File: src/rtl/fsrc_pkg.sv
// ----------------------------------------------------------------------------
// fsrc_pkg
// widths, register map, mode codes and reset values of the rate controller
// ----------------------------------------------------------------------------
package fsrc_pkg;

  localparam int LEVEL_WIDTH = 24;
  localparam int RATE_W      = 32;
  localparam int GAIN_W      = 24;
  localparam int MODE_W      = 2;

  // serial multiplier: gain digits times a wide operand
  localparam int OPND_W      = 32;
  localparam int DIGIT_W     = 2;
  localparam int MUL_STEPS   = GAIN_W / DIGIT_W;
  localparam int MUL_CNT_W   = $clog2(MUL_STEPS);
  localparam int PROD_W      = GAIN_W + OPND_W;

  localparam int LTERM_SHIFT = 8;
  localparam int DTERM_SHIFT = 24;
  localparam int LMAG_W      = PROD_W - LTERM_SHIFT;
  localparam int DMAG_W      = PROD_W - DTERM_SHIFT;
  localparam int BASE_W      = RATE_W + 2;
  localparam int CAND_W      = LMAG_W + 2;

  // spacing divider, numerator is SPACING_NUM << RATE_W
  localparam int SPACING_NUM = 1000;
  localparam int DIV_STEPS   = RATE_W;
  localparam int DIV_CNT_W   = $clog2(DIV_STEPS);

  // apb
  localparam int PADDR_W     = 5;
  localparam int PDATA_W     = 32;
  localparam int REG_IDX_W   = 3;

  localparam logic [REG_IDX_W-1:0] REG_MODE  = 3'd0;
  localparam logic [REG_IDX_W-1:0] REG_INIT  = 3'd1;
  localparam logic [REG_IDX_W-1:0] REG_STEP  = 3'd2;
  localparam logic [REG_IDX_W-1:0] REG_DECR  = 3'd3;
  localparam logic [REG_IDX_W-1:0] REG_LGAIN = 3'd4;
  localparam logic [REG_IDX_W-1:0] REG_DGAIN = 3'd5;

  localparam logic [MODE_W-1:0] MODE_ADD  = 2'd0;
  localparam logic [MODE_W-1:0] MODE_AIMD = 2'd1;
  localparam logic [MODE_W-1:0] MODE_PROP = 2'd2;
  localparam logic [MODE_W-1:0] MODE_DAMP = 2'd3;

  localparam logic [MODE_W-1:0] MODE_RST  = MODE_ADD;
  localparam logic [RATE_W-1:0] INIT_RST  = 32'd65536000;
  localparam logic [RATE_W-1:0] STEP_RST  = 32'd65536;
  localparam logic [GAIN_W-1:0] DECR_RST  = 24'd8388608;
  localparam logic [GAIN_W-1:0] LGAIN_RST = 24'd16777;
  localparam logic [GAIN_W-1:0] DGAIN_RST = 24'd8388608;

endpackage

File: src/rtl/fsrc_if.sv
// ----------------------------------------------------------------------------
// fsrc channel interfaces
// feedback word in, rate result word out, valid/ready handshake
// ----------------------------------------------------------------------------
interface fsrc_fb_if;
  import fsrc_pkg::*;

  logic                   valid;
  logic                   ready;
  logic [LEVEL_WIDTH-1:0] current_level;
  logic [LEVEL_WIDTH-1:0] target_level;
  logic [RATE_W-1:0]      target_rate;

  modport source (output valid, output current_level, output target_level,
                  output target_rate, input ready);
  modport sink   (input valid, input current_level, input target_level,
                  input target_rate, output ready);
endinterface

interface fsrc_res_if;
  import fsrc_pkg::*;

  logic              valid;
  logic              ready;
  logic [RATE_W-1:0] new_rate;
  logic [RATE_W-1:0] spacing_ms;
  logic              rate_changed;

  modport source (output valid, output new_rate, output spacing_ms,
                  output rate_changed, input ready);
  modport sink   (input valid, input new_rate, input spacing_ms,
                  input rate_changed, output ready);
endinterface

File: src/rtl/fsrc_mul.sv
// ----------------------------------------------------------------------------
// fsrc_mul
// serial-parallel multiplier, two gain bits per cycle, lsb first
// ----------------------------------------------------------------------------
module fsrc_mul (
  input  logic                          clk,
  input  logic                          rst,
  input  logic                          start,
  input  logic [fsrc_pkg::GAIN_W-1:0]   gain,
  input  logic [fsrc_pkg::OPND_W-1:0]   opnd,
  output logic                          done,
  output logic [fsrc_pkg::PROD_W-1:0]   prod
);
  import fsrc_pkg::*;

  logic                 busy;
  logic                 prep;
  logic [MUL_CNT_W-1:0] cnt;
  logic [OPND_W-1:0]    b;
  logic [OPND_W+1:0]    b3;
  logic [GAIN_W-1:0]    g;
  logic [OPND_W-1:0]    acc;
  logic [GAIN_W-1:0]    lo;
  logic [OPND_W+1:0]    addend;
  logic [OPND_W+1:0]    sum;

  always_comb begin
    unique case (g[DIGIT_W-1:0])
      2'd0:    addend = '0;
      2'd1:    addend = {2'b00, b};
      2'd2:    addend = {1'b0, b, 1'b0};
      default: addend = b3;
    endcase
    sum = {2'b00, acc} + addend;
  end

  assign prod = {acc, lo};

  always_ff @(posedge clk) begin
    if (rst) begin
      busy <= 1'b0;
      prep <= 1'b0;
      done <= 1'b0;
      cnt  <= '0;
    end else begin
      done <= 1'b0;
      if (start) begin
        busy <= 1'b1;
        prep <= 1'b1;
        cnt  <= '0;
      end else if (prep) begin
        prep <= 1'b0;
      end else if (busy) begin
        cnt <= cnt + 1'b1;
        if (cnt == MUL_CNT_W'(MUL_STEPS - 1)) begin
          busy <= 1'b0;
          done <= 1'b1;
        end
      end
    end
  end

  always_ff @(posedge clk) begin
    if (start) begin
      b   <= opnd;
      g   <= gain;
      acc <= '0;
      lo  <= '0;
    end else if (prep) begin
      // triple of the operand for digit 3
      b3 <= {2'b00, b} + {1'b0, b, 1'b0};
    end else if (busy) begin
      acc <= sum[OPND_W+1:DIGIT_W];
      lo  <= {sum[DIGIT_W-1:0], lo[GAIN_W-1:DIGIT_W]};
      g   <= g >> DIGIT_W;
    end
  end

endmodule

File: src/rtl/fsrc_div.sv
// ----------------------------------------------------------------------------
// fsrc_div
// restoring divider for spacing, one quotient bit per cycle
// ----------------------------------------------------------------------------
module fsrc_div (
  input  logic                        clk,
  input  logic                        rst,
  input  logic                        start,
  input  logic [fsrc_pkg::RATE_W-1:0] divisor,
  output logic                        done,
  output logic [fsrc_pkg::RATE_W-1:0] quot
);
  import fsrc_pkg::*;

  logic                 busy;
  logic [DIV_CNT_W-1:0] cnt;
  logic [RATE_W-1:0]    rem;
  logic [RATE_W-1:0]    dvs;
  logic [RATE_W:0]      shifted;
  logic [RATE_W+1:0]    diff;
  logic                 ge;

  // rem stays below dvs, so the shifted value fits
  assign shifted = {rem, 1'b0};
  assign diff    = {1'b0, shifted} - {2'b00, dvs};
  assign ge      = ~diff[RATE_W+1];

  always_ff @(posedge clk) begin
    if (rst) begin
      busy <= 1'b0;
      done <= 1'b0;
      cnt  <= '0;
    end else begin
      done <= 1'b0;
      if (start) begin
        cnt <= '0;
        // quotient would not fit: saturate at once
        if (divisor <= RATE_W'(SPACING_NUM)) begin
          done <= 1'b1;
        end else begin
          busy <= 1'b1;
        end
      end else if (busy) begin
        cnt <= cnt + 1'b1;
        if (cnt == DIV_CNT_W'(DIV_STEPS - 1)) begin
          busy <= 1'b0;
          done <= 1'b1;
        end
      end
    end
  end

  always_ff @(posedge clk) begin
    if (start) begin
      rem  <= RATE_W'(SPACING_NUM);
      dvs  <= divisor;
      quot <= '1;
    end else if (busy) begin
      rem  <= ge ? diff[RATE_W-1:0] : shifted[RATE_W-1:0];
      quot <= {quot[RATE_W-2:0], ge};
    end
  end

endmodule

File: src/rtl/feedback_send_rate_controller_unit.sv
// ----------------------------------------------------------------------------
// feedback send rate controller
// Takes one receiver feedback word (buffer level, target level, target rate)
// at a time and updates a Q16.16 packet rate under the mode in control_mode:
// additive, additive-up/multiplicative-down, proportional to the level error,
// or proportional with damping toward target_rate. Each word gives one result
// word with the new rate, the spacing 1000/rate in Q16.16 ms (saturated) and
// a flag telling whether the rate was updated. From accept to result a word
// passes the setup steps, the two serial multipliers that run side by side on
// two gain bits per cycle, the steps that form and apply the new rate, the
// bit-serial spacing divider (which ends at once when the raw rate is 1000
// or less and the spacing saturates), and the load of the output register.
// One word is in flight at a time; a new feedback word is taken while a
// finished result still waits in the output register. Registers sit on the
// apb port at byte address 4*i; a write of initial_rate also loads the
// running rate.
// ----------------------------------------------------------------------------
module feedback_send_rate_controller_unit (
  input  logic                         clk,
  input  logic                         rst,
  input  logic                         psel,
  input  logic                         penable,
  input  logic                         pwrite,
  input  logic [fsrc_pkg::PADDR_W-1:0] paddr,
  input  logic [fsrc_pkg::PDATA_W-1:0] pwdata,
  output logic [fsrc_pkg::PDATA_W-1:0] prdata,
  output logic                         pready,
  fsrc_fb_if.sink                      fb,
  fsrc_res_if.source                   res
);
  import fsrc_pkg::*;

  // sequencer states
  localparam logic [2:0] ST_IDLE   = 3'd0;
  localparam logic [2:0] ST_PREP   = 3'd1;
  localparam logic [2:0] ST_MUL    = 3'd2;
  localparam logic [2:0] ST_TERM   = 3'd3;
  localparam logic [2:0] ST_COMB   = 3'd4;
  localparam logic [2:0] ST_DSTART = 3'd5;
  localparam logic [2:0] ST_DIV    = 3'd6;
  localparam logic [2:0] ST_LOAD   = 3'd7;

  // configuration registers
  logic [MODE_W-1:0] control_mode;
  logic [RATE_W-1:0] initial_rate;
  logic [RATE_W-1:0] additive_step;
  logic [GAIN_W-1:0] decrease_factor;
  logic [GAIN_W-1:0] level_gain;
  logic [GAIN_W-1:0] damping_gain;

  logic [RATE_W-1:0] rate;
  logic [2:0]        state;

  // per-word working registers
  logic [LEVEL_WIDTH:0] err;       // target - current, two's complement
  logic [RATE_W:0]      dif;       // rate - target_rate, two's complement
  logic [BASE_W-1:0]    base;      // rate minus damping term
  logic                 chg;

  // output register
  logic              out_valid;
  logic [RATE_W-1:0] out_rate;
  logic [RATE_W-1:0] out_spacing;
  logic              out_chg;

  logic                 cfg_wr;
  logic [REG_IDX_W-1:0] cfg_idx;
  logic                 fb_take;
  logic                 out_load;

  logic                 err_neg;
  logic                 err_pos;
  logic                 dif_neg;
  logic [LEVEL_WIDTH:0] err_inv;
  logic [RATE_W:0]      dif_inv;
  logic [LEVEL_WIDTH-1:0] abs_err;
  logic [RATE_W-1:0]    abs_dif;

  logic                 mul_start;
  logic [GAIN_W-1:0]    aux_gain;
  logic [OPND_W-1:0]    aux_opnd;
  logic [PROD_W-1:0]    prod_lvl;
  logic [PROD_W-1:0]    prod_aux;
  logic                 lvl_done;
  logic                 aux_done;
  logic [LMAG_W-1:0]    lmag;
  logic [DMAG_W-1:0]    dmag;

  logic [CAND_W-1:0]    base_x;
  logic [CAND_W-1:0]    cand_lvl;
  logic [CAND_W-1:0]    cand_up;
  logic [CAND_W-1:0]    cand_dn;
  logic [CAND_W-1:0]    cand;
  logic                 cand_pos;
  logic                 apply;
  logic [RATE_W-1:0]    rate_upd;

  logic                 div_start;
  logic                 div_done;
  logic [RATE_W-1:0]    quot;

  // ---------------------------------------------------------------- apb port
  assign pready  = 1'b1;
  assign cfg_idx = paddr[PADDR_W-1:2];
  assign cfg_wr  = psel & penable & pwrite;

  always_comb begin
    unique case (cfg_idx)
      REG_MODE:  prdata = PDATA_W'(control_mode);
      REG_INIT:  prdata = PDATA_W'(initial_rate);
      REG_STEP:  prdata = PDATA_W'(additive_step);
      REG_DECR:  prdata = PDATA_W'(decrease_factor);
      REG_LGAIN: prdata = PDATA_W'(level_gain);
      REG_DGAIN: prdata = PDATA_W'(damping_gain);
      default:   prdata = '0;
    endcase
  end

  always_ff @(posedge clk) begin
    if (rst) begin
      control_mode    <= MODE_RST;
      initial_rate    <= INIT_RST;
      additive_step   <= STEP_RST;
      decrease_factor <= DECR_RST;
      level_gain      <= LGAIN_RST;
      damping_gain    <= DGAIN_RST;
    end else if (cfg_wr) begin
      unique case (cfg_idx)
        REG_MODE:  control_mode    <= pwdata[MODE_W-1:0];
        REG_INIT:  initial_rate    <= pwdata[RATE_W-1:0];
        REG_STEP:  additive_step   <= pwdata[RATE_W-1:0];
        REG_DECR:  decrease_factor <= pwdata[GAIN_W-1:0];
        REG_LGAIN: level_gain      <= pwdata[GAIN_W-1:0];
        REG_DGAIN: damping_gain    <= pwdata[GAIN_W-1:0];
        default: ;
      endcase
    end
  end

  // -------------------------------------------------------------- sequencer
  assign fb.ready = (state == ST_IDLE);
  assign fb_take  = fb.valid & fb.ready;
  assign out_load = (state == ST_LOAD) & (~out_valid | res.ready);

  always_ff @(posedge clk) begin
    if (rst) begin
      state <= ST_IDLE;
    end else begin
      unique case (state)
        ST_IDLE:   if (fb_take) state <= ST_PREP;
        ST_PREP:   state <= ST_MUL;
        ST_MUL:    if (lvl_done & aux_done) state <= ST_TERM;
        ST_TERM:   state <= ST_COMB;
        ST_COMB:   state <= ST_DSTART;
        ST_DSTART: state <= ST_DIV;
        ST_DIV:    if (div_done) state <= ST_LOAD;
        ST_LOAD:   if (out_load) state <= ST_IDLE;
        default:   state <= ST_IDLE;
      endcase
    end
  end

  // level error and distance to target rate, taken at accept
  always_ff @(posedge clk) begin
    if (fb_take) begin
      err <= {1'b0, fb.target_level} - {1'b0, fb.current_level};
      dif <= {1'b0, rate} - {1'b0, fb.target_rate};
    end
  end

  assign err_neg = err[LEVEL_WIDTH];
  assign err_pos = ~err_neg & (|err);
  assign dif_neg = dif[RATE_W];
  assign err_inv = -err;
  assign dif_inv = -dif;
  assign abs_err = err_neg ? err_inv[LEVEL_WIDTH-1:0] : err[LEVEL_WIDTH-1:0];
  assign abs_dif = dif_neg ? dif_inv[RATE_W-1:0] : dif[RATE_W-1:0];

  // ------------------------------------------------------------ multipliers
  // level term on one unit; damping term or the mode 1 decrease on the other
  assign mul_start = (state == ST_PREP);
  assign aux_gain  = (control_mode == MODE_AIMD) ? decrease_factor : damping_gain;
  assign aux_opnd  = (control_mode == MODE_AIMD) ? OPND_W'(rate) : OPND_W'(abs_dif);

  fsrc_mul u_mul_lvl (
    .clk   (clk),
    .rst   (rst),
    .start (mul_start),
    .gain  (level_gain),
    .opnd  (OPND_W'(abs_err)),
    .done  (lvl_done),
    .prod  (prod_lvl)
  );

  fsrc_mul u_mul_aux (
    .clk   (clk),
    .rst   (rst),
    .start (mul_start),
    .gain  (aux_gain),
    .opnd  (aux_opnd),
    .done  (aux_done),
    .prod  (prod_aux)
  );

  assign lmag = prod_lvl[PROD_W-1:LTERM_SHIFT];
  assign dmag = prod_aux[PROD_W-1:DTERM_SHIFT];

  // rate minus the damping term, signed; plain rate outside mode 3
  always_ff @(posedge clk) begin
    if (state == ST_TERM) begin
      if (control_mode == MODE_DAMP) begin
        base <= dif_neg ? ({2'b00, rate} + {2'b00, dmag})
                        : ({2'b00, rate} - {2'b00, dmag});
      end else begin
        base <= {2'b00, rate};
      end
    end
  end

  // --------------------------------------------------------- rate candidate
  assign base_x   = {{(CAND_W - BASE_W){base[BASE_W-1]}}, base};
  assign cand_lvl = err_neg ? (base_x - CAND_W'(lmag)) : (base_x + CAND_W'(lmag));
  assign cand_up  = CAND_W'(rate) + CAND_W'(additive_step);
  assign cand_dn  = CAND_W'(rate) - CAND_W'(additive_step);

  always_comb begin
    cand  = cand_lvl;
    apply = 1'b0;
    priority if (err_pos) begin
      unique case (control_mode)
        MODE_ADD, MODE_AIMD: begin
          cand  = cand_up;
          apply = 1'b1;
        end
        MODE_PROP: begin
          cand  = cand_lvl;
          apply = 1'b1;
        end
        default: begin
          cand  = cand_lvl;
          apply = cand_pos;
        end
      endcase
    end else if (err_neg) begin
      unique case (control_mode)
        MODE_ADD:  cand = cand_dn;
        MODE_AIMD: cand = CAND_W'(dmag);
        default:   cand = cand_lvl;
      endcase
      apply = cand_pos;
    end else begin
      apply = 1'b0;
    end
  end

  assign cand_pos = ~cand[CAND_W-1] & (|cand);
  // saturate above the rate range; a negative candidate is never applied
  assign rate_upd = (|cand[CAND_W-2:RATE_W]) ? '1 : cand[RATE_W-1:0];

  always_ff @(posedge clk) begin
    if (rst) begin
      rate <= INIT_RST;
    end else if (cfg_wr && cfg_idx == REG_INIT) begin
      rate <= pwdata[RATE_W-1:0];
    end else if (state == ST_COMB && apply) begin
      rate <= rate_upd;
    end
  end

  always_ff @(posedge clk) begin
    if (state == ST_COMB) begin
      chg <= apply;
    end
  end

  // ---------------------------------------------------------------- spacing
  assign div_start = (state == ST_DSTART);

  fsrc_div u_div (
    .clk     (clk),
    .rst     (rst),
    .start   (div_start),
    .divisor (rate),
    .done    (div_done),
    .quot    (quot)
  );

  // ---------------------------------------------------------- result output
  always_ff @(posedge clk) begin
    if (rst) begin
      out_valid <= 1'b0;
    end else if (out_load) begin
      out_valid <= 1'b1;
    end else if (res.ready) begin
      out_valid <= 1'b0;
    end
  end

  always_ff @(posedge clk) begin
    if (out_load) begin
      out_rate    <= rate;
      out_spacing <= quot;
      out_chg     <= chg;
    end
  end

  assign res.valid        = out_valid;
  assign res.new_rate     = out_rate;
  assign res.spacing_ms   = out_spacing;
  assign res.rate_changed = out_chg;

endmodule

File: src/flat_wrapper.sv
// flat-port wrapper written by rule: the top's interface ports become plain ports
module feedback_send_rate_controller_unit_flat import fsrc_pkg::*;
  (clk, rst, psel, penable, pwrite, paddr, pwdata, prdata, pready, fb_valid, fb_current_level, fb_target_level, fb_target_rate, fb_ready, res_valid, res_new_rate, res_spacing_ms, res_rate_changed, res_ready);
  fsrc_fb_if fb_i ();
  fsrc_res_if res_i ();
  input  logic clk;
  input  logic rst;
  input  logic psel;
  input  logic penable;
  input  logic pwrite;
  input  logic [fsrc_pkg::PADDR_W-1:0] paddr;
  input  logic [fsrc_pkg::PDATA_W-1:0] pwdata;
  output logic [fsrc_pkg::PDATA_W-1:0] prdata;
  output logic pready;
  input wire logic [$bits(fb_i.valid)-1:0] fb_valid;
  input wire logic [$bits(fb_i.current_level)-1:0] fb_current_level;
  input wire logic [$bits(fb_i.target_level)-1:0] fb_target_level;
  input wire logic [$bits(fb_i.target_rate)-1:0] fb_target_rate;
  output wire logic [$bits(fb_i.ready)-1:0] fb_ready;
  output wire logic [$bits(res_i.valid)-1:0] res_valid;
  output wire logic [$bits(res_i.new_rate)-1:0] res_new_rate;
  output wire logic [$bits(res_i.spacing_ms)-1:0] res_spacing_ms;
  output wire logic [$bits(res_i.rate_changed)-1:0] res_rate_changed;
  input wire logic [$bits(res_i.ready)-1:0] res_ready;
  assign fb_i.valid = fb_valid;
  assign fb_i.current_level = fb_current_level;
  assign fb_i.target_level = fb_target_level;
  assign fb_i.target_rate = fb_target_rate;
  assign fb_ready = fb_i.ready;
  assign res_valid = res_i.valid;
  assign res_new_rate = res_i.new_rate;
  assign res_spacing_ms = res_i.spacing_ms;
  assign res_rate_changed = res_i.rate_changed;
  assign res_i.ready = res_ready;
  feedback_send_rate_controller_unit u_core (.clk(clk), .rst(rst), .psel(psel), .penable(penable), .pwrite(pwrite), .paddr(paddr), .pwdata(pwdata), .prdata(prdata), .pready(pready), .fb(fb_i), .res(res_i));
endmodule
File: config.mk
export PLATFORM = sky130hd
export DESIGN_NAME = feedback_send_rate_controller_unit_flat
export DESIGN_NICKNAME = d
export VERILOG_FILES = /design/src/rtl/fsrc_pkg.sv /design/src/rtl/fsrc_if.sv /design/src/rtl/fsrc_mul.sv /design/src/rtl/fsrc_div.sv /design/src/rtl/feedback_send_rate_controller_unit.sv /design/src/flat_wrapper.sv
export SDC_FILE = /design/constraint.sdc
export NUM_CORES = 2
export LEC_CHECK = 0
export BUFFER_PORTS_ARGS = -buffer_cell sky130_fd_sc_hd__buf_2
export CORE_MARGIN = 10
export CORE_UTILIZATION = 35
export CTS_BUF_LIST = sky130_fd_sc_hd__clkbuf_8
export DETAILED_ROUTE_END_ITERATION = 8
export SLEW_MARGIN = 10
export SYNTH_ARGS = -nofsm -noshare
export SYNTH_HDL_FRONTEND = slang
export SYNTH_HIERARCHICAL = 1
export SYNTH_SLANG_ARGS = --single-unit
File: constraint.sdc
create_clock -name clk -period 8 [get_ports clk]
set_input_delay 1.6 -clock clk [delete_from_list [all_inputs] [get_ports clk]]
set_output_delay 1.6 -clock clk [all_outputs]
set_load 0.01 [all_outputs]
After elaboration in Yosys (flattened, before gate mapping)
Cells that the tools add are included.

operators by class
  reduce and logical (&&, ||, !) cells = 32
  muxes and demuxes = 53
  magnitude comparators = 1
  multiply operators = 0
  shifts and indexed selects = 0
  bitwise operators = 16
  divide/modulo/power cells = 0
  add/subtract/negate cells = 18
  eq/ne operators = 28

operator list
  cell                                                                      count
  32-bit 2-to-1 mux                                                         7
  34-bit case mux with 3 select lines                                       2
  50-bit 2-to-1 mux                                                         4
  24-bit 2-to-1 mux                                                         8
  32-bit case mux with 6 select lines                                       1
  50-bit case mux with 2 select lines                                       1
  32-bit by 32-bit subtractor with 33-bit output                            3
  32-bit by 34-bit adder with 34-bit output                                 2
  32-bit by 32-bit adder with 33-bit output                                 2
  34-bit by 49-bit adder with 50-bit output                                 1
  50-bit OR reduction                                                       1
  34-bit by 49-bit subtractor with 50-bit output                            1
  32-bit by 33-bit adder with 34-bit output                                 1
  34-bit 2-to-1 mux                                                         1
  33-bit by 32-bit subtractor with 34-bit output                            1
  32-bit by 10-bit <= comparator with 1-bit output (second input constant)  1
  32-bit negation                                                           1
  24-bit by 25-bit adder with 26-bit output                                 1
  25-bit OR reduction                                                       1
  24-bit by 24-bit subtractor with 25-bit output                            1
  1-bit 2-to-1 mux                                                          24
  24-bit negation                                                           1
  3-bit case mux with 8 select lines                                        1
  2-bit AND reduction                                                       11
  other kinds (24)                                                          70

storage, ports and cells
  ROM bits = 0
  output and inout port bits = 100
  flip-flop bits (word level) = 708
  bits in latches = 0
  memories = 0
  bits in writable memories = 0

Logic depth before layout (Yosys ltp)
  word-level depth = 12
  depth in mapped cells = 30
  gate-level depth less buffers = 27

Modules after synthesis
Netlist, hierarchy kept.

by module, submodules not included
  module                              area an instance (um^2)  times used  cells each  seq. area each (um^2)
  feedback_send_rate_controller_unit  28,307.1                 1           3,591       8,227.9
  fsrc_mul at u_core.u_mul_lvl        9,566.7                  1           974         3,963.8
  fsrc_mul at u_core.u_mul_aux        9,445.3                  1           988         3,963.8
  fsrc_div                            5,913.2                  1           645         2,382.3

Worst setup path before layout
OpenSTA, ideal clock, no wires.

  kind = register to register
  start point = reg u_core.state[1]
  end point = reg u_core.u_mul_lvl.g[0] (enable)
  arrival = 6.894 ns
  library setup time = 0.379 ns
  path slack = 0.728 ns
  required time = 7.621 ns
  cell stages (with the launch flop) = 6
  clock period less this slack = 7.272 ns
  cells stage by stage = dfxtp_1 clkbuf_1 nor3_1 nor2_1 clkbuf_1 inv_1

between the ends
  longest elaborated chain between the ends = 3
  elaborated cells on any way between the ends = 4
  those cells by class = eq/ne (2); reduce/logical (2)

ends and longest elaborated chain
  item                                                                                                     RTL line                                   source
  start, declared                                                                                          feedback_send_rate_controller_unit.sv:52   logic [2:0] state;
  start signal, assigned                                                                                   feedback_send_rate_controller_unit.sv:147  state <= ST_IDLE;
  start signal, assigned                                                                                   feedback_send_rate_controller_unit.sv:150  ST_IDLE: if (fb_take) state <= ST_PREP;
  start signal, assigned                                                                                   feedback_send_rate_controller_unit.sv:151  ST_PREP: state <= ST_MUL;
  3-bit by 1-bit equality test with 1-bit output *                                                         feedback_send_rate_controller_unit.sv:181  assign mul_start = (state == ST_PREP);
  net u_core.mul_start                                                                                     feedback_send_rate_controller_unit.sv:79   logic mul_start;
  2-bit by 1-bit inequality test with 1-bit output (no source line) or 2-bit nonzero test (tied branches)  -
  2-bit AND reduction (no source line) *                                                                   -
  end signal, assigned                                                                                     fsrc_mul.sv:66                             g <= gain;
  end signal, assigned                                                                                     fsrc_mul.sv:75                             g <= g >> DIGIT_W;
  end, declared                                                                                            fsrc_mul.sv:21                             logic [GAIN_W-1:0] g;

The timed path passes the listed nets; every way through them passes the cells marked *.
A chain may end at the register's enable or synchronous reset.

Worst setup path after layout
  start point = reg u_core.u_mul_lvl.lo[8]
  end point = reg u_core.rate[31]

between the ends
  longest elaborated chain between the ends = 11
  elaborated cells on any way between the ends = 19
  those cells by class = add/sub (2); mux (11); bitwise (2); reduce/logical (4)

ends and longest elaborated chain
  item                                                                                                         RTL line                                                                              source
  start, declared                                                                                              fsrc_mul.sv:23                                                                        logic [GAIN_W-1:0] lo;
  start signal, assigned                                                                                       fsrc_mul.sv:74                                                                        lo <= {sum[DIGIT_W-1:0], lo[GAIN_W-1:DIGIT_W]};
  34-bit by 49-bit adder with 50-bit output or 34-bit by 49-bit subtractor with 50-bit output (tied branches)  feedback_send_rate_controller_unit.sv:222                                             assign cand_lvl = err_neg ? (base_x - CAND_W'(lmag)) : (base_x + CAND_W'(lmag));
  50-bit 2-to-1 mux *                                                                                          feedback_send_rate_controller_unit.sv:222
  50-bit case mux with 2 select lines                                                                          feedback_send_rate_controller_unit.sv:245                                             unique case (control_mode)
  50-bit 2-to-1 mux                                                                                            feedback_send_rate_controller_unit.sv:244                                             end else if (err_neg) begin
  50-bit 2-to-1 mux *                                                                                          feedback_send_rate_controller_unit.sv:229                                             priority if (err_pos) begin
  50-bit OR reduction or 1-bit NOT (tied branches)                                                             feedback_send_rate_controller_unit.sv:256                                             assign cand_pos = ~cand[CAND_W-1] & (|cand);
  1-bit AND                                                                                                    feedback_send_rate_controller_unit.sv:256
  1-bit 2-to-1 mux, on equally long branches                                                                   feedback_send_rate_controller_unit.sv:244, feedback_send_rate_controller_unit.sv:230
  1-bit 2-to-1 mux                                                                                             feedback_send_rate_controller_unit.sv:229
  1-bit logical AND                                                                                            feedback_send_rate_controller_unit.sv:265                                             end else if (state == ST_COMB && apply) begin
  2-bit nonzero test (no source line)                                                                          -
  end signal, assigned                                                                                         feedback_send_rate_controller_unit.sv:264                                             rate <= pwdata[RATE_W-1:0];
  end signal, assigned                                                                                         feedback_send_rate_controller_unit.sv:266                                             rate <= rate_upd;
  end, declared                                                                                                feedback_send_rate_controller_unit.sv:51                                              logic [RATE_W-1:0] rate;

Mark *: on every way between the ends. The rest lies on a longest branch, timed or not. The select of a mux whose other input is x is not followed.

==> results.md <==
- FMAX: 136 MHz
- Setup crit end kind: flop
- Final #Nets: 6752
- Cell count after synthesis: 6067
- Setup CP Type: flop to flop
- Critical Path Fanout Max: 6
- Port bufs: 220
- Slew headroom: 0.194
- # setup viols final: 0
- Largest net degree at the start of global routing: 125
- Final WL: 173000 um
- Area of the core: 148000 um2
- Run status: finished, final reports clean
- Antenna violations before repair: 10
- Routability cong.: 0.937
- Worst VDD drop: 215 uV
- TNS Setup: 0 ns
- Clk_skew: 0.0598 ns
- Via Count: 46200
- CP Data Required Time: 8.74 ns
- Drt via density: 5.59
- Final Critical Period: 7.36 ns
- Syn. warnings: 6
- Max incr delay on CP: 0.48 ns
- CTS root buffer: clkbuf_8
- Worst path bufs/invs: 3
- Hold_ws: 0.437 ns
- Die Footprint: 165000 um2
- Top Ports: 224
- Post-CTS setup buffers: 0
- Setup crit start kind: flop
- Delay-heaviest family, CP: simple AND/OR/NAND/NOR gates
- Worst slew pin tran: 1.21 ns
- Chip Width: 406 um
- Starting Density: 0.353
- Antenna viol nets, final: 0
- Final Hold Vio Count: 0
- Critical-path top delay cell: or3_1
- Remaining DRCs: 0
- Post-CTS Hold Buffers: 0
- HP Class: flop to flop
- Overflow after GRT: 0
- Share of post-route cells with drive strength above 1: 0.123
- DR iter-0 viols: 3713
- DIE HEIGHT: 406 um
- Mapped Area: 52200 um2
- Fin. max-slew vios: 0
- # rows: 141
- WL per Instance: 21.0 um
- Final HPWL DP: 128000 um
- Vias in the first global route: 44800
- Syn Area/Cell: 8.60 um2
- CTS tree: yes
- Number of max-cap violations: 0
- Tcrit/Tclk final: 0.920
- CTS resizes: 0
- Leak: 23.4 nW
- Most Frequent Cell on Critical Path: a21oi_1
- TritonRoute pass-1 iters: 6
- Placed inst area: 55300 um2
- All-Layer GR Usage: 0.203
- Clock sink count: 709
- Final Cell Area: 58100 um2
- Inserted Clock Buffers: 134
- First-pass GRT wire length: 265000 um
- Pwr dens: 274 nW/um2
- Syn-to-layout area delta: 11.4%
- Worst-case clock buffer depth: 3
- Arrival time at the worst endpoint: 8.09 ns
- Clock latency on the worst-skew pair: 0.91 ns
- Clock transition at the registers of the reported paths: 0.06 ns
- H-Tree Depth: 4
- RSZ-0062 raised after global routing: no
registers in the layout, summed over array words and instances (netlist names), 33 cells and up:
register             count
u_core/base             34
u_core/dif              33
u_core/u_mul_lvl/b3     34
u_core/u_mul_aux/b3     34
through the flow:
stage | cells | total power, mW | worst slack (ns) | utilization
finish | 8261 | 16.0 | 0.643 | 0.393
global route | 8259 | 17.0 | 0.0321 | 0.393
CTS | 8255 | 16.0 | 0.741 | 0.393
detailed placement | 8009 | 12.1 | 0.757 | 0.374
global placement | 8009 | 12.0 | 0.630 | 0.374
floorplan | 6074 | 10.3 | 0.728 | -
power by group:
part | leakage (nW) | switching, mW | internal [mW]
combinational | 15.6 | 4.35 | 2.84
clock | 1.59 | 1.72 | 2.05
sequential | 6.20 | 0.584 | 4.40
total | 23.4 | 6.65 | 9.30
worst reg2reg max path, delay by kind of cell (launching register included):
family	cells	cell delay (ns)
buf+inv	3	0.38
fa+ha+maj	2	0.49
simple gates	14	3.92
xor+xnor	1	0.15
compound gates	9	1.97
flops	1	0.33
per-layer routing:
layer / up-vias / global-route usage / share of wire
met2: 1330 / 0.342 / 0.47
met4: 8 / 0.0622 / 0.029
met5: - / 0.00468 / 0.00087
li1: 22500 / - / -
met3: 252 / 0.0403 / 0.060
met1: 22100 / 0.262 / 0.44
cell type report:
class                   count  area [um2]
fillers                 14900       89900
multi-input cells        4731       31800
clock inverters            95         733
diodes                      6        15.0
clock buffers             151        2080
repair buffers            326        1950
inverters                 313        1170
flip-flops and latches    709       17900
well taps                1930        2410
final timing paths:
check	startpoint	to	slack, ns	cells past startpoint
worst max-delay path	u_core/u_mul_lvl/lo[8]	u_core/rate[31]	0.64	29
worst min-delay path	u_core/u_div/quot[31]	u_core/res.spacing_ms[31]	0.44	0
worst max register to register	u_core/u_mul_lvl/lo[8]	u_core/rate[31]	0.64	29
worst min register to register	u_core/u_div/quot[31]	u_core/res.spacing_ms[31]	0.44	0
cells in the final DEF, fill, tap and decap left out, types with 46 or more instances in the layout:
cell type  instances
nor3_1           139
xor2_1           120
nand2_1          847
xnor2_1          234
buf_2            219
o21bai_1          49
nand3_1          116
a22o_1            75
or3_1             47
nand2b_1          53
ha_1             401
inv_1            347
edfxtp_1         370
clkbuf_8         151
o21a_1            46
a21oi_1          548
nor2_1           360
o21ai_0          349
mux2_2           132
nand4_1           70
o211ai_1          51
buf_4            102
a21o_1           132
mux2i_1           92
dfxtp_1          338
nor2b_1           56
No activity file was read; power rests on OpenSTA's default activity.
